### src/rtl/core/spg_pkg.sv
// ----------------------------------------------------------------------------
// spg_pkg
// Shared types and constants for the score peak grouping table.
// ----------------------------------------------------------------------------
package spg_pkg;

    // Default sizing
    localparam int MAX_CENTERS_DEF = 32;
    localparam int MAX_DIM_DEF     = 1024;

    // Field widths
    localparam int SCORE_W  = 16;
    localparam int COORD_W  = 10;
    localparam int RADIUS_W = 22;
    localparam int MAPDIM_W = 11;
    localparam int ADDR_W   = 4;
    localparam int DATA_W   = 32;

    // Register reset values
    localparam logic [SCORE_W-1:0]  THRESH_RST = 16'h4000;
    localparam logic [RADIUS_W-1:0] RADIUS_RST = 22'd64;
    localparam logic [MAPDIM_W-1:0] WIDTH_RST  = 11'd1024;
    localparam logic [MAPDIM_W-1:0] HEIGHT_RST = 11'd1024;

    // Register index, taken from paddr[3:2]
    typedef enum logic [1:0] {
        REG_THRESH = 2'd0,
        REG_RADIUS = 2'd1,
        REG_WIDTH  = 2'd2,
        REG_HEIGHT = 2'd3
    } reg_idx_t;

    // Configuration seen by the datapath
    typedef struct packed {
        logic [SCORE_W-1:0]  threshold;
        logic [RADIUS_W-1:0] radius_sq;
        logic [MAPDIM_W-1:0] map_width;
        logic [MAPDIM_W-1:0] map_height;
    } cfg_t;

    // Pixel travelling down the cell chain
    typedef struct packed {
        logic               vld;    // slot holds a pixel
        logic               act;    // score above threshold
        logic               taken;  // absorbed or placed by an earlier cell
        logic               last;   // final pixel of the map
        logic [SCORE_W-1:0] score;
        logic [COORD_W-1:0] col;
        logic [COORD_W-1:0] row;
    } pixel_t;

    // Center contents handed toward the head during readout
    typedef struct packed {
        logic               vld;
        logic [COORD_W-1:0] col;
        logic [COORD_W-1:0] row;
    } center_t;

endpackage

### src/rtl/core/spg_cfg.sv
// ----------------------------------------------------------------------------
// spg_cfg
// APB register file: threshold, merge radius and map size.
// ----------------------------------------------------------------------------
module spg_cfg
    import spg_pkg::*;
(
    input  logic              clk,
    input  logic              rst_n,
    input  logic              psel,
    input  logic              penable,
    input  logic              pwrite,
    input  logic [ADDR_W-1:0] paddr,
    input  logic [DATA_W-1:0] pwdata,
    output logic [DATA_W-1:0] prdata,
    output logic              pready,
    output cfg_t              cfg
);

    cfg_t     cfg_reg;
    cfg_t     cfg_next;
    reg_idx_t idx;
    logic     wr_en;

    assign idx    = reg_idx_t'(paddr[3:2]);
    assign wr_en  = psel & penable & pwrite;
    assign pready = 1'b1;
    assign cfg    = cfg_reg;

    // Write decode
    always_comb
    begin
        cfg_next = cfg_reg;
        if (wr_en)
        begin
            unique case (idx)
                REG_THRESH: cfg_next.threshold  = pwdata[SCORE_W-1:0];
                REG_RADIUS: cfg_next.radius_sq  = pwdata[RADIUS_W-1:0];
                REG_WIDTH:  cfg_next.map_width  = pwdata[MAPDIM_W-1:0];
                REG_HEIGHT: cfg_next.map_height = pwdata[MAPDIM_W-1:0];
                default:    cfg_next = cfg_reg;
            endcase
        end
    end

    always_ff @(posedge clk or negedge rst_n)
    begin
        if (!rst_n)
        begin
            cfg_reg.threshold  <= THRESH_RST;
            cfg_reg.radius_sq  <= RADIUS_RST;
            cfg_reg.map_width  <= WIDTH_RST;
            cfg_reg.map_height <= HEIGHT_RST;
        end
        else
        begin
            cfg_reg <= cfg_next;
        end
    end

    // Read mux
    always_comb
    begin
        unique case (idx)
            REG_THRESH: prdata = {{(DATA_W-SCORE_W){cfg_reg.threshold[SCORE_W-1]}},
                                  cfg_reg.threshold};
            REG_RADIUS: prdata = {{(DATA_W-RADIUS_W){1'b0}}, cfg_reg.radius_sq};
            REG_WIDTH:  prdata = {{(DATA_W-MAPDIM_W){1'b0}}, cfg_reg.map_width};
            REG_HEIGHT: prdata = {{(DATA_W-MAPDIM_W){1'b0}}, cfg_reg.map_height};
            default:    prdata = '0;
        endcase
    end

endmodule

### config.mk
export PLATFORM = sky130hd
export DESIGN_NAME = spg_cfg
export DESIGN_NICKNAME = d
export VERILOG_FILES = /design/src/rtl/core/spg_pkg.sv /design/src/rtl/core/spg_cfg.sv
export SDC_FILE = /design/constraint.sdc
export NUM_CORES = 1
export LEC_CHECK = 0
export ABC_AREA = 1
export ABC_CLOCK_PERIOD_IN_PS = 1930
export BUFFER_PORTS_ARGS = -buffer_cell sky130_fd_sc_hd__buf_2
export CORE_MARGIN = 2
export CORE_UTILIZATION = 43
export DETAILED_ROUTE_END_ITERATION = 6
export PLACE_DENSITY = 0.77
export REMOVE_ABC_BUFFERS = 1
export SKIP_LAST_GASP = 1
export SYNTH_ARGS = -nofsm -noshare
export SYNTH_HDL_FRONTEND = slang
export SYNTH_SLANG_ARGS = --single-unit
### constraint.sdc
create_clock -name clk -period 1.93 [get_ports clk]
set_clock_uncertainty 0.15 [all_clocks]
set_input_delay 0.579 -clock clk [delete_from_list [all_inputs] [get_ports clk]]
set_output_delay 0.579 -clock clk [all_outputs]
set_load 0.01 [all_outputs]
==> flow_summary.toml <==
[run_status]
outcome = "finished with violations"
violations = "setup timing"

[clocking]
hold_buffers = 0
clk_pin_slew_worst_paths_ps = 60
tritoncts = "built"
clk_latency_ps = 330
cts_buffer_depth = 2
cts_max_level = 3
root_buffer = "clkbuf_8"
numCtsBuffers = 9
clkSinkCount = 60

[worst_setup_path]
r2r_cells = 3
worstReg2RegStart = "cfg[10]$_DFFE_PN1P_"
cp_num_buf_inv = 3
crit_required_ps = 1200
slowest_stage = "nor2_8"
crit_chain = "buf_12 > nor2_8 > nand2_4 > buf_6 > nand2_1 > buf_2"
crit_arrival_ps = 1290
r2r_end = "cfg[10]$_DFFE_PN1P_"
crit_type = "in -> out"
end_kind = "primary output"
crit_start = "paddr[3]"
path_delay_family = "buffers and inverters"
path_max_fanout = 5
reg2reg_slack_ps = 970
cp-start-kind = "input port"
crit_path_max_incr_delay_ps = 180

[yosys]
synth_warnings = 0
syn_area_um2 = 2980
synth.area.top_cells = "dfrtp_1, nand2_1, nand3_1, buf_4, dfstp_2"
postSynthAreaPerCell_um2 = 7.91
yosysSeqAreaShare_pct = 50.6
syn_inst = 376
yosysTopAreaCellShare_pct = 47.1
ys_seq_elements = 60
yosysUniqueCellTypes = 18
yosysTopAreaCell = "dfrtp_1"

[timing]
finalSetupViolations = 21
fin_crit_ps = 2020
finalHoldViolCount = 0
finalCritPeriodShare_pct = 104
setup_ws_ps = -85.5
max_freq_mhz = 496
rsz0062_at_grt = "true"
final.setup.tns_ps = -1470
drv_slew = 0

[die]
core_um2 = 6760
die_h_um = 87.2
rows = 30
initial_core_util_pct = 44.0
die_area_um2 = 7600
die_x_um = 87.2
ioPinCount = 134

[hold_path]
hold_path_class = "in -> async"

[finish]
final_nets = 545
final_util_pct = 60.1
area_delta_synth_final_pct = 36.4
layout_common_cells = "nand2_1, buf_2, dfrtp_1"
final_common_cell = "nand2_1"
instances_no_fill = 589
diodes = 0
largest_register_ffs = 60
layout-drive-gt1-share_pct = 39.3

[detailed_routing]
first_pass_iters = 4
wire_per_inst_um = 14.3
wirelength_um = 8450
routed-via-count = 2902
drtIter0Drc = 159
avgViaCountPerCell = 4.93
drtAntennaViolNets = 0
drc = 0

[pwr]
irDropWorstVdd_mv = 0.431
p_total_mw = 4.19
p_per_area_nw_per_um2 = 1030
p_leak_nw = 2.39

[global_routing]
grt_pass1_wl_um = 13100
track_usage_pct = 22.4
grt_pass1_vias = 2699
antenna_found_initial = 0
overflow = 0
grt_start_max_net_pins = 61

[placed_design]
dp_hpwl_um = 5790
gp_congestion = 0.818
dp_cells = 572
dpl_worst_slack_ps = -215
portBuffers = 120

[run]
max-cap-violations = 0
[cell usage after synthesis]
master	n
buf_2	8
buf_4	14
buf_6	8
conb_1	1
dfrtp_1	56
dfstp_2	4
inv_1	4
inv_2	1
inv_4	2
nand2_1	222
nand2_2	2
nand2_4	3
nand3_1	33
nand3_2	1
nand4_1	11
nor2_2	2
nor2_4	2
nor2_8	2
[stage by stage]
step / hold WS [ps] / cell area [um2]
floorplan: 133 / 2740
global placement: 307 / 3660
detailed placement: 314 / 3660
CTS: 103 / 3980
global route: 116 / 4060
finish: 86.0 / 4060
[per-layer routing]
layer | routed length [um] | GRT usage [%] | up-vias
li1 | - | - | 1422
met1 | 3450 | 30.2 | 1372
met2 | 4300 | 36.4 | 103
met3 | 647 | 4.17 | 5
met4 | 54 | 7.69 | 0
met5 | 0 | 0 | -
[final cells by class]
cell class / instances / area [um2]
flip-flops and latches: 60 / 1510
fillers: 622 / 2700
inverters: 7 / 43.8
repair buffers: 147 / 912
clock inverters: 7 / 115
multi-input cells: 279 / 1260
clock buffers: 9 / 124
well taps: 80 / 100
[power breakdown]
part	internal [mW]	switching (mW)
combinational	0.467	0.609
clock	0.852	0.518
sequential	1.53	0.218
[repair_timing]
| action | in CTS | in global routing |
|---|---|---|
| endpoints found under the setup margin | 32 | 32 |
| pin swaps | 11 | 5 |
| gates resized for setup | 24 | 20 |
| buffers inserted | 0 | 1 |
| hold endpoints to repair | 0 | 0 |
| cloned | 0 | 0 |
[how the worst max path moves through the flow]
stage	end	slack, ps	cells after the start
2_1_floorplan	prdata[22]	-360	3
3_3_place_gp	prdata[11]	-210	6
3_5_place_dp	prdata[6]	-210	5
4_1_cts	prdata[9]	-100	6
5_1_grt	prdata[1]	-120	6
6_report	prdata[19]	-90	6
[cell families (layout without fill, tap and decap cells)]
logic type | count (synthesis) | after routing | synth area share, %
and+or+nand+nor | 278 | 278 | 40.3
buffers and inverters | 37 | 170 | 8.96
DFF | 60 | 60 | 50.6
other | 1 | 1 | 0.126
No activity file was read; power rests on OpenSTA's default activity.
