[config.mk]
export PLATFORM = sky130hd
export DESIGN_NAME = spg_emit
export DESIGN_NICKNAME = d
export VERILOG_FILES = /design/src/rtl/core/spg_pkg.sv /design/src/rtl/core/spg_emit.sv
export SDC_FILE = /design/constraint.sdc
export NUM_CORES = 1
export LEC_CHECK = 0
export BUFFER_PORTS_ARGS = -buffer_cell sky130_fd_sc_hd__buf_2
export CORE_ASPECT_RATIO = 0.9
export CORE_MARGIN = 5
export CORE_UTILIZATION = 40
export CTS_BUF_LIST = sky130_fd_sc_hd__clkbuf_16
export CTS_CLUSTER_DIAMETER = 200
export DETAILED_ROUTE_END_ITERATION = 16
export GPL_ROUTABILITY_DRIVEN = 0
export HOLD_SLACK_MARGIN = 0.05
export PLACE_DENSITY_LB_ADDON = 0.08
export SLEW_MARGIN = 5
export SYNTH_ARGS = -nofsm -noshare
export SYNTH_HDL_FRONTEND = slang
export SYNTH_SLANG_ARGS = --single-unit
[constraint.sdc]
create_clock -name clk -period 3.3 [get_ports clk]
set_clock_uncertainty 0.1 [all_clocks]
set_input_delay 0.66 -clock clk [delete_from_list [all_inputs] [get_ports clk]]
set_output_delay 0.66 -clock clk [all_outputs]
set_load 0.02 [all_outputs]
[src/rtl/core/spg_pkg.sv]
// ----------------------------------------------------------------------------
// spg_pkg
// Shared types and constants for the score peak grouping table.
// ----------------------------------------------------------------------------
package spg_pkg;

    // Default sizing
    localparam int MAX_CENTERS_DEF = 32;
    localparam int MAX_DIM_DEF     = 1024;

    // Field widths
    localparam int SCORE_W  = 16;
    localparam int COORD_W  = 10;
    localparam int RADIUS_W = 22;
    localparam int MAPDIM_W = 11;
    localparam int ADDR_W   = 4;
    localparam int DATA_W   = 32;

    // Register reset values
    localparam logic [SCORE_W-1:0]  THRESH_RST = 16'h4000;
    localparam logic [RADIUS_W-1:0] RADIUS_RST = 22'd64;
    localparam logic [MAPDIM_W-1:0] WIDTH_RST  = 11'd1024;
    localparam logic [MAPDIM_W-1:0] HEIGHT_RST = 11'd1024;

    // Register index, taken from paddr[3:2]
    typedef enum logic [1:0] {
        REG_THRESH = 2'd0,
        REG_RADIUS = 2'd1,
        REG_WIDTH  = 2'd2,
        REG_HEIGHT = 2'd3
    } reg_idx_t;

    // Configuration seen by the datapath
    typedef struct packed {
        logic [SCORE_W-1:0]  threshold;
        logic [RADIUS_W-1:0] radius_sq;
        logic [MAPDIM_W-1:0] map_width;
        logic [MAPDIM_W-1:0] map_height;
    } cfg_t;

    // Pixel travelling down the cell chain
    typedef struct packed {
        logic               vld;    // slot holds a pixel
        logic               act;    // score above threshold
        logic               taken;  // absorbed or placed by an earlier cell
        logic               last;   // final pixel of the map
        logic [SCORE_W-1:0] score;
        logic [COORD_W-1:0] col;
        logic [COORD_W-1:0] row;
    } pixel_t;

    // Center contents handed toward the head during readout
    typedef struct packed {
        logic               vld;
        logic [COORD_W-1:0] col;
        logic [COORD_W-1:0] row;
    } center_t;

endpackage

[src/rtl/core/spg_emit.sv]
// ----------------------------------------------------------------------------
// spg_emit
// Map sequencing, overflow flag and readout: pulls centers off the chain
// head, drops border centers and drives the output word register.
// ----------------------------------------------------------------------------
module spg_emit
    import spg_pkg::*;
(
    input  logic                clk,
    input  logic                rst_n,
    input  logic                acc_last,
    input  pixel_t              exit_pix,
    input  center_t             head,
    input  logic [MAPDIM_W-1:0] map_width,
    input  logic [MAPDIM_W-1:0] map_height,
    output logic                in_ready,
    output logic                shift_en,
    output logic                out_valid,
    input  logic                out_ready,
    output logic                found,
    output logic [COORD_W-1:0]  center_col,
    output logic [COORD_W-1:0]  center_row,
    output logic                overflow,
    output logic                is_last
);

    typedef enum logic [1:0] {
        ST_RUN,
        ST_WAIT,
        ST_EMIT
    } state_t;

    state_t             state_reg;
    state_t             state_next;
    logic               ovf_reg;
    logic               ovf_next;
    logic               pend_vld_reg;
    logic               pend_vld_next;
    logic [COORD_W-1:0] pend_col_reg;
    logic [COORD_W-1:0] pend_col_next;
    logic [COORD_W-1:0] pend_row_reg;
    logic [COORD_W-1:0] pend_row_next;
    logic               out_vld_reg;
    logic               out_vld_next;
    logic               found_reg;
    logic               found_next;
    logic [COORD_W-1:0] col_reg;
    logic [COORD_W-1:0] col_next;
    logic [COORD_W-1:0] row_reg;
    logic [COORD_W-1:0] row_next;
    logic               ovf_out_reg;
    logic               ovf_out_next;
    logic               last_reg;
    logic               last_next;

    logic               step;
    logic               inside_map;

    // Output slot free at this edge
    assign step = ~out_vld_reg | out_ready;

    // Center keeps a one-pixel margin from every map edge
    assign inside_map = (head.col != '0) && (head.row != '0)
                     && ({2'b00, head.col} + 12'd2 <= {1'b0, map_width})
                     && ({2'b00, head.row} + 12'd2 <= {1'b0, map_height});

    assign in_ready = (state_reg == ST_RUN);
    assign shift_en = (state_reg == ST_EMIT) & step & head.vld;

    always_comb
    begin
        state_next    = state_reg;
        ovf_next      = ovf_reg;
        pend_vld_next = pend_vld_reg;
        pend_col_next = pend_col_reg;
        pend_row_next = pend_row_reg;
        out_vld_next  = out_vld_reg & ~out_ready;
        found_next    = found_reg;
        col_next      = col_reg;
        row_next      = row_reg;
        ovf_out_next  = ovf_out_reg;
        last_next     = last_reg;

        // New center dropped at the end of a full chain
        if (exit_pix.vld && exit_pix.act && !exit_pix.taken)
        begin
            ovf_next = 1'b1;
        end

        unique case (state_reg)
            ST_RUN:
            begin
                if (acc_last)
                begin
                    state_next = ST_WAIT;
                end
            end
            ST_WAIT:
            begin
                if (exit_pix.vld && exit_pix.last)
                begin
                    state_next = ST_EMIT;
                end
            end
            ST_EMIT:
            begin
                if (step)
                begin
                    if (head.vld)
                    begin
                        if (inside_map)
                        begin
                            // Previous survivor is known not to be the last
                            if (pend_vld_reg)
                            begin
                                out_vld_next = 1'b1;
                                found_next   = 1'b1;
                                col_next     = pend_col_reg;
                                row_next     = pend_row_reg;
                                ovf_out_next = ovf_reg;
                                last_next    = 1'b0;
                            end
                            pend_vld_next = 1'b1;
                            pend_col_next = head.col;
                            pend_row_next = head.row;
                        end
                    end
                    else
                    begin
                        // Table drained: final word, or the empty result
                        out_vld_next  = 1'b1;
                        found_next    = pend_vld_reg;
                        col_next      = pend_vld_reg ? pend_col_reg : '0;
                        row_next      = pend_vld_reg ? pend_row_reg : '0;
                        ovf_out_next  = ovf_reg;
                        last_next     = 1'b1;
                        pend_vld_next = 1'b0;
                        ovf_next      = 1'b0;
                        state_next    = ST_RUN;
                    end
                end
            end
            default:
            begin
                state_next = ST_RUN;
            end
        endcase
    end

    always_ff @(posedge clk or negedge rst_n)
    begin
        if (!rst_n)
        begin
            state_reg    <= ST_RUN;
            ovf_reg      <= 1'b0;
            pend_vld_reg <= 1'b0;
            out_vld_reg  <= 1'b0;
        end
        else
        begin
            state_reg    <= state_next;
            ovf_reg      <= ovf_next;
            pend_vld_reg <= pend_vld_next;
            out_vld_reg  <= out_vld_next;
        end
    end

    always_ff @(posedge clk)
    begin
        pend_col_reg <= pend_col_next;
        pend_row_reg <= pend_row_next;
        found_reg    <= found_next;
        col_reg      <= col_next;
        row_reg      <= row_next;
        ovf_out_reg  <= ovf_out_next;
        last_reg     <= last_next;
    end

    assign out_valid  = out_vld_reg;
    assign found      = found_reg;
    assign center_col = col_reg;
    assign center_row = row_reg;
    assign overflow   = ovf_out_reg;
    assign is_last    = last_reg;

`ifndef NO_ASSERTIONS
    // The end-of-map pixel leaves the chain only while we wait for it
    a_last_exit_in_wait: assert property (@(posedge clk) disable iff (!rst_n)
        exit_pix.vld && exit_pix.last |-> state_reg == ST_WAIT)
        else $error("end-of-map pixel left the chain outside ST_WAIT");

    // An empty result is always the final word of its map
    a_empty_is_last: assert property (@(posedge clk) disable iff (!rst_n)
        out_vld_reg && !found_reg |-> last_reg)
        else $error("empty result without is_last");

    // Finishing readout clears the flag and reopens the input
    a_done_clears: assert property (@(posedge clk) disable iff (!rst_n)
        state_reg == ST_EMIT && step && !head.vld
        |=> !ovf_reg && !pend_vld_reg && state_reg == ST_RUN)
        else $error("readout end did not clear map state");
`endif

endmodule

==> PnR_summary.wiki <==
{| class="wikitable"
! Metric !! Value
|-
| TritonCTS clock tree || yes
|-
| Post-detailed-routing wire length || between 5000 and 6000 um
|-
| Pin count of the biggest net entering global routing || 22
|-
| Non-filler cells, final || about 410
|-
| Total negative setup slack || 0 ns
|-
| Synthesis-stage register bit count || 48
|-
| Count of cell types in the netlist || 36
|-
| IO Port Bufs || 76
|-
| Area of all placed cells without fillers || roughly 3400 um2
|-
| Post-CTS setup buffer count || 0
|-
| Antenna viol nets, final || 0
|-
| DR vias/cell || 4.60
|-
| Number of hold violations in the final report || 0
|-
| Routed wirelength normalized by instance count || between 10 and 15 um
|-
| RSZ-0062 raised after global routing || no
|-
| Die boundary width || 94.6 um
|-
| WP data arrival || 2.94 ns
|-
| Post-synthesis simple-gate area fraction || between 10% and 20%
|-
| Setup slack of the critical path after layout || 0.255 ns
|-
| Hold_buf cts || 0
|-
| Type of destination of the critical path || register
|-
| Global-route usage over all layers || 12.8%
|-
| Worst setup SP type || primary input
|-
| Dominant register cell in the synthesized netlist || edfxtp_1
|-
| Fraction of final layout cells with drive strength greater than 1 || 33.4%
|-
| Number of design rule violations left after detail routing || 0
|-
| Clock period minus worst slack || just over 3 ns
|-
| Initial detailed-routing violation count || 62
|-
| Largest family of logic cells by synthesized area || simple AND/OR/NAND/NOR gates
|-
| Initial antenna violation count || 0
|-
| Via count of the first global-routing pass || 1766
|-
| Peak supply drop || 0.330 mV
|-
| Min-delay worst type || in2async
|-
| Fillers || 581
|-
| Count of maximum capacitance violations || 0
|-
| Number of buffers created by CTS || 5
|-
| Post_cts resized || 0
|-
| Post-Syn Instances || 223
|-
| Number of placed cells counting well taps || 399
|-
| Portion of netlist area occupied by mux cells || 0%
|-
| Worst endpoint required time || 3.19 ns
|-
| Placement Cell Area || 3240 um2
|-
| First drt pass iteration count || 5
|-
| Complex-gate fraction of the synthesized area || 7.77%
|-
| Clk buf depth || 2
|-
| Leading area contributor after synthesis || edfxtp_1
|-
| Highest fanout seen on the critical path || 21
|-
| Die height || approximately 86 um
|-
| Reported net switching power || around 0.45 mW
|-
| Root Driver || clkbuf_16
|-
| Leading post-synthesis cells by cell area || edfxtp_1, ha_1, nor2b_1
|-
| Nets || 430
|-
| Final slew viol count || 0
|-
| Result of the run || complete, no violations
|-
| Final worst-path cycle share || 92.3%
|-
| Area growth from synthesis to layout || 32.7%
|-
| Clock Latency Late Sink || 0.28 ns
|-
| Clock slew seen by the registers of the worst setup and hold paths || roughly 0.070 ns
|-
| Leakage power || 1.52 nW
|-
| Wire length of the first global-routing pass || roughly 8100 um
|-
| Part of the power in combinational logic || 19.8%
|-
| Sequential share of the synthesized area || 55.0%
|-
| Number of antenna repair diodes || 0
|-
| Grt total ovfl || 0
|-
| CTS Sinks || 48
|-
| Starting density of the core || around two fifths
|-
| Storage element area || between 1000 and 1500 um2
|-
| Synthesis warning total || 0
|-
| PwrDens || between 400 and 500 nW/um2
|-
| Setup violators final || 0
|-
| Clock Power Share || 35.3%
|-
| Placement Rows || 27
|-
| Setup Crit Path Kind || in2reg
|-
| Asr flop ratio synth || 10.4%
|-
| Per-instance average area after synthesis || 11.5 um2
|-
| Post-Place Setup Slack || -0.0336 ns
|-
| Post-Synth Adder-Cell Area || 11.7%
|-
| Ports placed on the boundary || 113
|-
| Die Footprint || 8140 um2
|-
| Synthesized-area fraction occupied by xor and xnor cells || 4.76%
|-
| Post-synthesis cell area || 2570 um2
|-
| Switching power as a share of total power || 26.5%
|-
| Tightest Pin Transition || 0.412 ns
|-
| Number of synthesized flops with an enable pin || 43
|-
| Sequential cell fraction of total power || about 45%
|-
| Clock H-tree levels || 2
|-
| Core footprint || between 6000 and 7000 um2
|-
| Worst slew slack as a fraction of its limit || 72.4%
|-
| Util after Layout || 55.3%
|-
| Area of the multi-input gates || 1070 um2
|-
| Area share of the leading cell type in the synthesized netlist || 50.1%
|-
| HPWL Detailed || about 4300 um
|-
| Overall via count from detail_route || 1874
|-
| Post-synth net total || approximately 330
|-
| List of most frequent post-synthesis cells || edfxtp_1, inv_1, ha_1, nor2b_1, nand3_1
|-
| Most frequent cell after synthesis || edfxtp_1
|-
| Internal || 1.24 mW
|-
| Top achievable clock speed || 328 MHz
|}
[critical path: stages]
cell and delay, ns:
buf_2 0.11, and3_1 0.15, nand3_1 0.15, nor2_1 0.15
xor2_1 0.17, ha_1 0.26, a211oi_1 0.25, o21bai_1 0.11
a211oi_1 0.30, o21ai_2 0.17, o31ai_4 0.25, buf_12 0.20
[through the flow]
step / hold slack (ns) / total power, mW
final: 0.0791 / 1.68
after floorplan: 0.264 / 0.967
after detailed placement: 0.348 / 1.11
after CTS: 0.0784 / 1.70
after global routing: 0.0775 / 1.77
after global placement: 0.352 / 1.10
[power by group through the flow]
stage | Combinational (mW) | Clock (mW) | Sequential [mW]
after floorplan | 0.169 | 0 | 0.798
after global placement | 0.332 | 0 | 0.768
after detailed placement | 0.337 | 0 | 0.769
after CTS | 0.339 | 0.602 | 0.756
after global routing | 0.374 | 0.633 | 0.762
final | 0.333 | 0.594 | 0.756
[cell usage in the layout (no fill, tap or decap), types with 6 or more instances in the layout]
cell | netlist | layout
a21oi_1 | 6 | 6
buf_2 | 0 | 76
buf_4 | 0 | 13
edfxtp_1 | 43 | 43
ha_1 | 24 | 24
inv_1 | 34 | 34
nand3_1 | 14 | 13
nor2_1 | 11 | 10
nor2b_1 | 22 | 22
xnor2_1 | 10 | 10
[worst paths after layout]
kind | from | endpoint | slack [ns] | cells after the start
setup / recovery | head[12] | center_col[0] | 0.25 | 12
hold / removal | rst_n | ovf_reg | 0.08 | 1
setup reg to reg | state_reg[0] | center_col[0] | 1.51 | 5
hold reg to reg | ovf_reg | overflow | 0.37 | 0
max in group asynchronous | rst_n | state_reg[1] | 2.89 | 1
min in group clk | ovf_reg | overflow | 0.37 | 0
[cells by family (layout without fill, tap and decap cells)]
family	after synthesis	count (layout)
AOI/OAI and AO/OA	29	29
adders and majority gates	24	24
DFF	48	48
xor gates and xnor gates	14	14
and+or+nand+nor	72	72
buffers and inverters	36	133
[cell type report]
type                       count  area share (%)
sequential                    48            41.5
multi-input combinational    139            31.3
timing repair buffer          91            15.2
inverter                      34            3.73
clock buffer                   5            3.66
tap                           87            3.19
clock inverter                 3            1.46
[metal layers]
layer  vias to the layer above  wire length [um]  GRT usage [%]  share of wire (%)
li1                        991                 -              -                  -
met1                       828              2490           18.6                 48
met2                        51              2370           19.3                 46
met3                         4               256           2.81                5.0
met4                         0                37           3.15               0.72
met5                         -                 0              0                  0
Note: power is estimated with default switching activity, not from simulation.
