File: src/rtl/core/spg_pkg.sv
// ----------------------------------------------------------------------------
// spg_pkg
// Shared types and constants for the score peak grouping table.
// ----------------------------------------------------------------------------
package spg_pkg;

    // Default sizing
    localparam int MAX_CENTERS_DEF = 32;
    localparam int MAX_DIM_DEF     = 1024;

    // Field widths
    localparam int SCORE_W  = 16;
    localparam int COORD_W  = 10;
    localparam int RADIUS_W = 22;
    localparam int MAPDIM_W = 11;
    localparam int ADDR_W   = 4;
    localparam int DATA_W   = 32;

    // Register reset values
    localparam logic [SCORE_W-1:0]  THRESH_RST = 16'h4000;
    localparam logic [RADIUS_W-1:0] RADIUS_RST = 22'd64;
    localparam logic [MAPDIM_W-1:0] WIDTH_RST  = 11'd1024;
    localparam logic [MAPDIM_W-1:0] HEIGHT_RST = 11'd1024;

    // Register index, taken from paddr[3:2]
    typedef enum logic [1:0] {
        REG_THRESH = 2'd0,
        REG_RADIUS = 2'd1,
        REG_WIDTH  = 2'd2,
        REG_HEIGHT = 2'd3
    } reg_idx_t;

    // Configuration seen by the datapath
    typedef struct packed {
        logic [SCORE_W-1:0]  threshold;
        logic [RADIUS_W-1:0] radius_sq;
        logic [MAPDIM_W-1:0] map_width;
        logic [MAPDIM_W-1:0] map_height;
    } cfg_t;

    // Pixel travelling down the cell chain
    typedef struct packed {
        logic               vld;    // slot holds a pixel
        logic               act;    // score above threshold
        logic               taken;  // absorbed or placed by an earlier cell
        logic               last;   // final pixel of the map
        logic [SCORE_W-1:0] score;
        logic [COORD_W-1:0] col;
        logic [COORD_W-1:0] row;
    } pixel_t;

    // Center contents handed toward the head during readout
    typedef struct packed {
        logic               vld;
        logic [COORD_W-1:0] col;
        logic [COORD_W-1:0] row;
    } center_t;

endpackage

File: src/rtl/core/spg_cell.sv
// ----------------------------------------------------------------------------
// spg_cell
// One table entry. Compares the passing pixel with its center, absorbs it,
// or claims it when empty; shifts toward the head during readout.
// ----------------------------------------------------------------------------
module spg_cell
    import spg_pkg::*;
(
    input  logic                clk,
    input  logic                rst_n,
    input  logic [RADIUS_W-1:0] radius_sq,
    input  pixel_t              pix_in,
    output pixel_t              pix_out,
    input  logic                shift_en,
    input  center_t             up_in,
    output center_t             cur_out
);

    logic               vld_reg;
    logic               vld_next;
    logic [COORD_W-1:0] col_reg;
    logic [COORD_W-1:0] col_next;
    logic [COORD_W-1:0] row_reg;
    logic [COORD_W-1:0] row_next;
    logic [SCORE_W-1:0] score_reg;
    logic [SCORE_W-1:0] score_next;
    pixel_t             pix_reg;
    pixel_t             pix_next;

    logic signed [COORD_W:0]     dx;
    logic signed [COORD_W:0]     dy;
    logic signed [2*COORD_W+1:0] sq_x;
    logic signed [2*COORD_W+1:0] sq_y;
    logic [2*COORD_W:0]          d2;
    logic                        near;
    logic                        hit;
    logic                        claim;
    logic                        better;

    // Squared distance to the stored center
    assign dx   = $signed({1'b0, col_reg}) - $signed({1'b0, pix_in.col});
    assign dy   = $signed({1'b0, row_reg}) - $signed({1'b0, pix_in.row});
    assign sq_x = dx * dx;
    assign sq_y = dy * dy;
    assign d2   = {1'b0, sq_x[2*COORD_W-1:0]} + {1'b0, sq_y[2*COORD_W-1:0]};
    assign near = {{(RADIUS_W-2*COORD_W-1){1'b0}}, d2} < radius_sq;

    assign hit    = vld_reg & pix_in.vld & pix_in.act & near;
    assign claim  = ~vld_reg & pix_in.vld & pix_in.act & ~pix_in.taken;
    assign better = $signed(pix_in.score) > $signed(score_reg);

    // Center update
    always_comb
    begin
        vld_next   = vld_reg;
        col_next   = col_reg;
        row_next   = row_reg;
        score_next = score_reg;
        if (shift_en)
        begin
            vld_next = up_in.vld;
            col_next = up_in.col;
            row_next = up_in.row;
        end
        else if (claim)
        begin
            vld_next   = 1'b1;
            col_next   = pix_in.col;
            row_next   = pix_in.row;
            score_next = pix_in.score;
        end
        else if (hit && better)
        begin
            col_next   = pix_in.col;
            row_next   = pix_in.row;
            score_next = pix_in.score;
        end
    end

    // Pixel handed to the next cell
    always_comb
    begin
        pix_next       = pix_in;
        pix_next.taken = pix_in.taken | hit | claim;
    end

    always_ff @(posedge clk or negedge rst_n)
    begin
        if (!rst_n)
        begin
            vld_reg <= 1'b0;
            pix_reg <= '0;
        end
        else
        begin
            vld_reg <= vld_next;
            pix_reg <= pix_next;
        end
    end

    always_ff @(posedge clk)
    begin
        col_reg   <= col_next;
        row_reg   <= row_next;
        score_reg <= score_next;
    end

    assign pix_out = pix_reg;
    assign cur_out = '{vld: vld_reg, col: col_reg, row: row_reg};

endmodule

File: config.mk
export PLATFORM = sky130hd
export DESIGN_NAME = spg_cell
export DESIGN_NICKNAME = d
export VERILOG_FILES = /design/src/rtl/core/spg_pkg.sv /design/src/rtl/core/spg_cell.sv
export SDC_FILE = /design/constraint.sdc
export NUM_CORES = 1
export LEC_CHECK = 0
export BUFFER_PORTS_ARGS = -buffer_cell sky130_fd_sc_hd__buf_2
export CELL_PAD_IN_SITES_DETAIL_PLACEMENT = 0
export CELL_PAD_IN_SITES_GLOBAL_PLACEMENT = 2
export CORE_MARGIN = 5
export CORE_UTILIZATION = 34
export DETAILED_ROUTE_END_ITERATION = 10
export PLACE_DENSITY = 0.78
export SYNTH_ARGS = -nofsm -noshare
export SYNTH_HDL_FRONTEND = slang
export SYNTH_SLANG_ARGS = --single-unit
export TNS_END_PERCENT = 20
File: constraint.sdc
create_clock -name clk -period 10.31 [get_ports clk]
set_input_delay 1.031 -clock clk [delete_from_list [all_inputs] [get_ports clk]]
set_output_delay 1.031 -clock clk [all_outputs]
set_load 0.02 [all_outputs]
==> reports/metrics.yaml, run 1 <==
grt_pass1_vias: 10040
crit_family: "adder cells"
crit_slowest_cell: "fa_1"
path_clk_slew_ps: 60
dieWidth_um: 202.5
drv_cap: 0
rrSetupSlack_ps: 840
wl_per_cell_um: 14.80
hold_ws_ps: 664.7
cts-root-buf: "clkbuf_16"
synth_ff_type: "dfrtp_1"
maxSlewViolCount: 0
cp-end-kind: "flop"
final_area_um2: 14800
vias: 9580
status: "completed"
place_area_um2: 14250
core_area_um2: 36610
fin_nets: 2016
syn_nets: 1814
met1_length_mm: 14.55
cp-startpoint: "pix_in[0]"
top_layer: "met5"
port_buffers: 146
worstRegToRegCells: 39
met2WireLength_mm: 14.14
fin_worst_skew_ps: 6.154
cts.sinks: 77
max_stage_delay_ps: 550
num_antenna_cells: 0
yosysSeqAreaShare: 0.1672
dpl.hpwl_mm: 27.19
final_util: 0.4041
critPathLaunchType: "input port"
async_flop_share: 0.5325
largest_reg_flops: 40
synth-seq-cells: 77
setup_violations: 0
avgSynthCellArea_um2: 9.094
grt_antenna_before_repair: 3
crit_type: "in -> reg"
first_pass_iters: 5
cts_buffers: 9
ys_types: 67
yosysWarnings: 0
period_minus_slack_ps: 9826
dp_worst_setup_slack_ps: -85.76
drc: 0
postRouteAntennaNets: 0
max_clock_freq_mhz: 101.8
dr_wl_met3_mm: 1.567
hold_violations: 0
fillers: 3764
reg2reg_from: "row_reg[0]"
slew_headroom: 0.4118
cts_tree: "built"
syn_area_um2: 12600
tightest_slew_ps: 882.4
grt_first_pass_wirelength_mm: 50.40
boundaryPins: 147
syn_to_final_growth_pct: 17.38
hold_class: "reg -> reg"
dieArea_um2: 41020
cp_data_arrival_time_ps: 9870
worstSetupPathDepth: 39
grt_max_degree: 44
num_rows: 70
fin_crit_sh: 0.9530
worstSkewPairLatency_ps: 330
wl_mm: 30.49
initial_utilization: 0.3443
required_ps: 10360
ctsHtreeMaxLevel: 3
crit_end: "col_reg[6]"
crit_top_cell: "fa_1"
grtUsageTotal: 0.1504
clk_path_buf_depth: 2
path_max_fanout: 5
drive_above_1_share: 0.1709
grt-ovfl-total: 0
setup_slack_ps: 484.1
gp_congestion: 0.8605
synth_cells: 1386
cp.buffers_inverters: 7
via_per_inst: 4.650
synth-edff-count: 36
die_h_um: 202.5
r2r-end: "col_reg[6]"
drt_iter0_markers: 447
-- per-stage QoR --
step	TNS, ps	cells
after floorplan	0	1386
after global placement	-148.1	2036
after detailed placement	-2843	2036
after CTS	0	2051
after global routing	-19.17	2060
final	0	2060
-- synth_stat cells (22+ instances only) --
library cell	count	share of area
edfxtp_1	36	0.086
inv_1	377	0.11
a21o_1	25	0.015
a21oi_1	38	0.015
nor3_1	22	0.0087
nand2_1	104	0.031
ha_1	153	0.15
dfrtp_1	41	0.081
xnor2_1	68	0.047
fa_1	189	0.30
o21ai_0	38	0.015
nor2_1	122	0.036
-- worst min path at each step --
| stage | to | cells after the start | slack (ps) | from |
|---|---|---|---|---|
| finish | vld_reg | 2 | 660 | vld_reg |
| global route | vld_reg | 2 | 720 | vld_reg |
| CTS | vld_reg | 2 | 670 | vld_reg |
| detailed placement | vld_reg | 2 | 650 | vld_reg |
| global placement | vld_reg | 2 | 650 | vld_reg |
| floorplan | vld_reg | 2 | 570 | vld_reg |
-- worst min-delay path: stages (launching register included) --
cell and delay [ps]:
dfrtp_1 430, nor2_1 70, o21ai_0 120
-- cell usage in the layout (no fill, tap or decap), types with 7 or more instances in the layout --
cell,instances
or3_1,7
inv_1,375
dfrtp_1,41
ha_1,146
nor2_1,119
xnor2_1,65
nand2_1,102
edfxtp_1,36
nor3_1,20
clkbuf_16,10
a21oi_1,36
xor2_1,16
nand2b_1,8
a21o_1,25
o21ai_0,34
nand3_1,14
fa_1,188
buf_2,146
buf_4,55
-- layer usage --
| layer | track usage | vias up |
|---|---|---|
| met5 | 0 | - |
| met4 | 0.02279 | 6 |
| met3 | 0.02092 | 21 |
| met2 | 0.2464 | 220 |
| met1 | 0.2181 | 4635 |
| li1 | - | 4698 |
-- final cells by class --
cell class / count / area [um^2] / area share
clock buffer: 10 / 229.0 / 0.01548
clock inverter: 5 / 52.55 / 0.003552
inverter: 382 / 1434 / 0.09691
multi-input combinational: 913 / 9176 / 0.6202
sequential: 77 / 2107 / 0.1424
tap: 468 / 585.6 / 0.03958
timing repair buffer: 205 / 1211 / 0.08186
-- cells by family after synthesis --
group | count (synthesis) | share of synthesized area
flip-flops | 77 | 0.1672
AND/OR/NAND/NOR | 312 | 0.1091
XOR/XNOR | 87 | 0.06164
adder cells (fa/ha/maj) | 342 | 0.4521
multiplexers | 7 | 0.005757
buffers and inverters | 396 | 0.1189
AO/OA/AOI/OAI | 165 | 0.08537
-- what timing repair did --
| action | in CTS | in global routing |
|---|---|---|
| resized for setup | 0 | 42 |
| setup endpoints to repair | 0 | 37 |
| hold buffers | 0 | 0 |
| buffers inserted | 0 | 7 |
Power of run 1 is left out: the tool's default activity adds up to more than one toggle a clock period on the data nets, which glitch-free logic cannot reach.
==> run 2, diff against run 1 <==
--- a/config.mk
+++ b/config.mk
@@ -9,9 +9,9 @@
 export CELL_PAD_IN_SITES_DETAIL_PLACEMENT = 0
 export CELL_PAD_IN_SITES_GLOBAL_PLACEMENT = 2
 export CORE_MARGIN = 5
-export CORE_UTILIZATION = 34
+export CORE_UTILIZATION = 30
 export DETAILED_ROUTE_END_ITERATION = 10
-export PLACE_DENSITY = 0.78
+export PLACE_DENSITY = 0.71
 export SYNTH_ARGS = -nofsm -noshare
 export SYNTH_HDL_FRONTEND = slang
 export SYNTH_SLANG_ARGS = --single-unit
==> run 2 against run 1 <==
Against the previous run:
- non-clock buffer count increased by 19
- clock skew grew 5.0 ps
- clock-buffer cell count shrank 1
- first-iteration DRC count shrank 20%
- sequential share of layout area is 0.16 points lower
- register-to-register slack improved by 60 ps
- critical path depth rose by 3
- via count decreased by 0.95%
==> reports/metrics.yaml, run 2 (synthesized netlist as in run 1, its figures left out) <==
drc: 0  # unchanged
cts-root-buf: "clkbuf_16"  # unchanged
ctsHtreeMaxLevel: 3  # unchanged
wl_per_cell_um: 14.41  # was 14.80 um
slew_headroom: 0.3994  # was 0.4118
drt_iter0_markers: 356  # was 447
num_rows: 75  # was 70
cts_tree: "built"  # unchanged
mostFrequentLayoutCell: "inv_1"  # unchanged
final_util: 0.3584  # was 0.4041
grtUsageTotal: 0.1380  # was 0.1504
boundaryPins: 147  # unchanged
max_stage_delay_ps: 550  # about the same
clk_path_buf_depth: 2  # unchanged
fin_crit_sh: 0.9478  # was 0.9530
dp_worst_setup_slack_ps: -194.6  # was -85.76 ps
maxSlewViolCount: 0  # unchanged
initial_utilization: 0.3018  # was 0.3443
fin_worst_skew_ps: 11.19  # was 6.154 ps
cts_buffers: 9  # unchanged
cts.sinks: 77  # unchanged
core_area_um2: 41760  # was 36610 um^2
crit_type: "in -> reg"  # unchanged
place_area_um2: 14540  # was 14250 um^2
fin_nets: 2035  # was 2016
final_area_um2: 14970  # was 14800 um^2
path_clk_slew_ps: 50  # was 60 ps
status: "completed"  # unchanged
crit_top_cell: "fa_1"  # unchanged
postRouteAntennaNets: 0  # unchanged
layout_common_cells: "376 x inv_1, 189 x fa_1, 153 x ha_1"  # was 375 x inv_1, 188 x fa_1, 146 x ha_1, 146 x buf_2, 119 x nor2_1
vias: 9489  # was 9580
grt_first_pass_wirelength_mm: 52.29  # was 50.40 mm
wl_mm: 31.00  # was 30.49 mm
grt_pass1_vias: 10400  # was 10.04k
seqCellArea_um2: 2107  # unchanged
dieArea_um2: 46210  # was 41020 um^2
drv_cap: 0  # unchanged
setup_slack_ps: 537.8  # was 484.1 ps
setup_violations: 0  # unchanged
rsz0062_at_grt: "false"
hold_violations: 0  # unchanged
largest_reg_flops: 40  # unchanged
max_clock_freq_mhz: 102.3  # was 101.8 MHz
dpl.hpwl_mm: 27.92  # was 27.19 mm
period_minus_slack_ps: 9772  # was 9826 ps
grt-ovfl-total: 0  # unchanged
num_antenna_cells: 0  # unchanged
gp_congestion: 0.8116  # was 0.8605
die_h_um: 215.0  # was 202.5 um
required_ps: 10350  # was 10360 ps
grt_max_degree: 44  # unchanged
first_pass_iters: 5  # unchanged
hold_ws_ps: 662.6  # was 664.7 ps
worstSkewPairLatency_ps: 340  # was 330 ps
fillers: 4346  # was 3764
path_max_fanout: 10  # was 5
port_buffers: 146  # unchanged
grt_antenna_before_repair: 2  # was 3
via_per_inst: 4.411  # was 4.650
cp_data_arrival_time_ps: 9820  # was 9870 ps
crit_slowest_cell: "fa_1"  # unchanged
multi_input_area_um2: 9090  # was 9176 um^2
dieWidth_um: 215.0  # was 202.5 um
drive_above_1_share: 0.1712  # was 0.1709
syn_to_final_growth_pct: 18.75  # was 17.38%
cp-end-kind: "flop"  # unchanged
hold_class: "reg -> reg"  # unchanged
tightest_slew_ps: 900.9  # was 882.4 ps
critPathLaunchType: "input port"  # unchanged
-- run 2: cell count changes in the layout (fill, tap and decap cells not counted), sizes merged --
cell | before | now
buf | 204 | 223
clkbuf | 11 | 10
clkinv | 6 | 8
-- run 2: per-stage QoR --
step	setup TNS [ps]	instances
after CTS	0	2147
after detailed placement	-6370	2131
after global placement	-2564	2131
final	0	2151
after global routing	0	2151
after floorplan	0	1386
-- run 2: routing by layer --
layer / GRT usage / up-vias / share of wire
met3: 0.01928 / 24 / 0.043
met4: 0.02624 / 4 / 0.014
met5: 0 / - / 0.00068
met2: 0.2235 / 181 / 0.45
li1: - / 4737 / -
met1: 0.1997 / 4543 / 0.50
-- run 2: cell type report --
cell class	instances	area share
flip-flops and latches	77	0.1408
clock inverters	7	0.004430
repair buffers	224	0.09162
well taps	539	0.04506
inverters	382	0.09580
multi-input cells	913	0.6073
clock buffers	9	0.01505
-- run 2: final timing paths --
kind                            depth (start not counted)  slack [ps]        from          end
worst max-delay path                                   42         540   pix_in[0]   col_reg[6]
worst min-delay path                                    2         660     vld_reg      vld_reg
worst max register to register                         42         900  row_reg[0]   col_reg[6]
worst min register to register                          2         660     vld_reg      vld_reg
max in group asynchronous                               1        8920       rst_n  pix_out[13]
min in group asynchronous                               1         820       rst_n   pix_out[2]
-- run 2: critical path: cells and delay by family --
| family | cells | cell delay [ps] |
|---|---|---|
| adders and majority gates | 10 | 3980 |
| xor gates and xnor gates | 3 | 530 |
| and+or+nand+nor | 6 | 1080 |
| buffers and inverters | 10 | 980 |
| AOI/OAI and AO/OA | 13 | 2180 |
-- run 2: what timing repair did --
| item | 4_1_cts | 5_1_grt |
|---|---|---|
| hold buffers | 0 | 0 |
| resized for setup | 0 | 22 |
| setup endpoints to repair | 0 | 37 |
| buffers inserted | 0 | 3 |
Power of run 2 is left out for the same reason.
==> run 3, diff against run 2 <==
--- a/config.mk
+++ b/config.mk
@@ -6,12 +6,12 @@
 export NUM_CORES = 1
 export LEC_CHECK = 0
 export BUFFER_PORTS_ARGS = -buffer_cell sky130_fd_sc_hd__buf_2
-export CELL_PAD_IN_SITES_DETAIL_PLACEMENT = 0
-export CELL_PAD_IN_SITES_GLOBAL_PLACEMENT = 2
+export CELL_PAD_IN_SITES_DETAIL_PLACEMENT = 1
+export CELL_PAD_IN_SITES_GLOBAL_PLACEMENT = 1
 export CORE_MARGIN = 5
 export CORE_UTILIZATION = 30
 export DETAILED_ROUTE_END_ITERATION = 10
-export PLACE_DENSITY = 0.71
+export PLACE_DENSITY = 0.59
 export SYNTH_ARGS = -nofsm -noshare
 export SYNTH_HDL_FRONTEND = slang
 export SYNTH_SLANG_ARGS = --single-unit
==> run 3 against run 2 <==
Against the previous run:
- first-iteration DRC count up 4.2%
- critical path type unchanged
- routed wire length up 8.1%
- utilization down 0.20 points
- clock-buffer cell count up 2
- via count up 2.8%
- sequential share of layout area up 0.079 points
- non-clock buffer count down 11
- flip-flop and latch count unchanged
- global-route usage up 1.1 points
==> reports/metrics.yaml, run 3 (synthesized netlist as in run 1, its figures left out) <==
grt_pass1_vias: 11090  # was 10.40k
post-place-cells: 2122  # was 2131
syn_to_final_growth_pct: 18.09  # was 18.75%
crit_slowest_cell: "fa_1"  # unchanged
num_rows: 75  # unchanged
path_clk_slew_ps: 50  # about the same
hold_class: "reg -> reg"  # unchanged
clk_path_buf_depth: 2  # unchanged
drv_cap: 0  # unchanged
grt_first_pass_wirelength_mm: 56.04  # was 52.29 mm
grt_max_degree: 44  # unchanged
via_per_inst: 4.560  # was 4.411
cp.buffers_inverters: 8  # was 10
drive_above_1_share: 0.1599  # was 0.1712
initial_utilization: 0.3018  # unchanged
grt_antenna_before_repair: 4  # was 2
maxSlewViolCount: 0  # unchanged
status: "completed"  # unchanged
cp_data_arrival_time_ps: 9800  # was 9820 ps
max_clock_freq_mhz: 102.4  # was 102.3 MHz
max_stage_delay_ps: 570  # was 550 ps
period_minus_slack_ps: 9769  # was 9772 ps
dpl.hpwl_mm: 30.25  # was 27.92 mm
hold_violations: 0  # unchanged
fin_worst_skew_ps: 6.579  # was 11.19 ps
boundaryPins: 147  # unchanged
path_max_fanout: 20  # was 10
num_antenna_cells: 0  # unchanged
dieWidth_um: 215.0  # unchanged
cts-root-buf: "clkbuf_16"  # unchanged
fin_crit_sh: 0.9476  # was 0.9478
cts_tree: "built"  # unchanged
slew_headroom: 0.3755  # was 0.3994
wl_mm: 33.50  # was 31.00 mm
layout_common_cells: "376 x inv_1, 189 x fa_1, 153 x ha_1"  # unchanged
postRouteAntennaNets: 0  # unchanged
tightest_slew_ps: 936.8  # was 900.9 ps
core_area_um2: 41760  # unchanged
gp_congestion: 0.8166  # was 0.8116
grtUsageTotal: 0.1486  # was 0.1380
vias: 9759  # was 9489
ctsHtreeMaxLevel: 3  # unchanged
crit_type: "in -> reg"  # unchanged
port_buffers: 146  # unchanged
finalNonFillerCells: 2140  # was 2151
drc: 0  # unchanged
hold_buffers: 0  # unchanged
fin_nets: 2024  # was 2035
mostFrequentLayoutCell: "inv_1"  # unchanged
largest_reg_flops: 40  # unchanged
first_pass_iters: 4  # was 5
wl_per_cell_um: 15.66  # was 14.41 um
critPathLaunchType: "input port"  # unchanged
die_h_um: 215.0  # unchanged
cts.sinks: 77  # unchanged
drt_iter0_markers: 371  # was 356
worstSkewPairLatency_ps: 330  # was 340 ps
rsz0062_at_grt: "true"  # was false
cp-end-kind: "flop"  # unchanged
required_ps: 10340  # was 10350 ps
crit_family: "adder cells"  # unchanged
grt-ovfl-total: 0  # unchanged
fillers: 4906  # was 4346
setup_violations: 0  # unchanged
dieArea_um2: 46210  # unchanged
cts_buffers: 9  # unchanged
crit_top_cell: "fa_1"  # unchanged
## run 3: changes by cell type in the layout (fill, tap and decap cells not counted), sizes merged
cell and delta:
clkinvlp -1, buf -10, clkinv -3, clkbuf +1, bufinv +2
## run 3: final cells by class
class                           count  area (um^2)  share of cell area
Tap cell                          539        674.4             0.04531
Sequential cell                    77         2107              0.1416
Timing Repair Buffer              213         1271             0.08541
Multi-Input combinational cell    913         9066              0.6091
Clock buffer                       11        232.7             0.01564
Clock inverter                      5        98.84            0.006641
Inverter                          382         1434             0.09634
## run 3: final timing paths
kind                                  from  depth (start not counted)  slack [ps]          end
worst max-delay path             pix_in[0]                         40         540   col_reg[4]
worst min-delay path               vld_reg                          2         640      vld_reg
worst max register to register  row_reg[0]                         40         890   col_reg[4]
worst min register to register     vld_reg                          2         640      vld_reg
max in group asynchronous            rst_n                          1        8880  pix_out[21]
min in group asynchronous            rst_n                          1         840   pix_out[1]
## run 3: through the flow
stage               setup TNS (ps)  hold slack [ps]    util  setup slack (ps)  cell area (um^2)
floorplan                        0            574.6       -             90.00             12610
global placement             -2829            623.4  0.3466            -92.06             14470
detailed placement           -7766            656.8  0.3466            -230.2             14470
CTS                              0            667.4  0.3545             84.82             14810
global route                -547.8            723.0  0.3564            -32.52             14880
finish                           0            644.8  0.3564             540.7             14880
## run 3: worst reg2reg max path, delay by kind of cell (launching register included)
kind | cells | cell delay (ps)
fa+ha+maj | 10 | 3940
compound gates | 14 | 2690
simple gates | 5 | 940
buf+inv | 8 | 760
flops | 1 | 390
xor+xnor | 3 | 380
## run 3: layer usage
metal  up-vias  wire (um)  track usage
li1       4719          -            -
met1      4819      15160       0.1999
met2       191      16080       0.2585
met3        22       1952      0.02575
met4         8        271      0.02134
met5         -         45            0
## run 3: repair_timing
action | CTS | global route
setup buffers | 0 | 2
endpoints found under the setup margin | 0 | 36
gates resized for setup | 0 | 16
Power of run 3 is left out for the same reason.
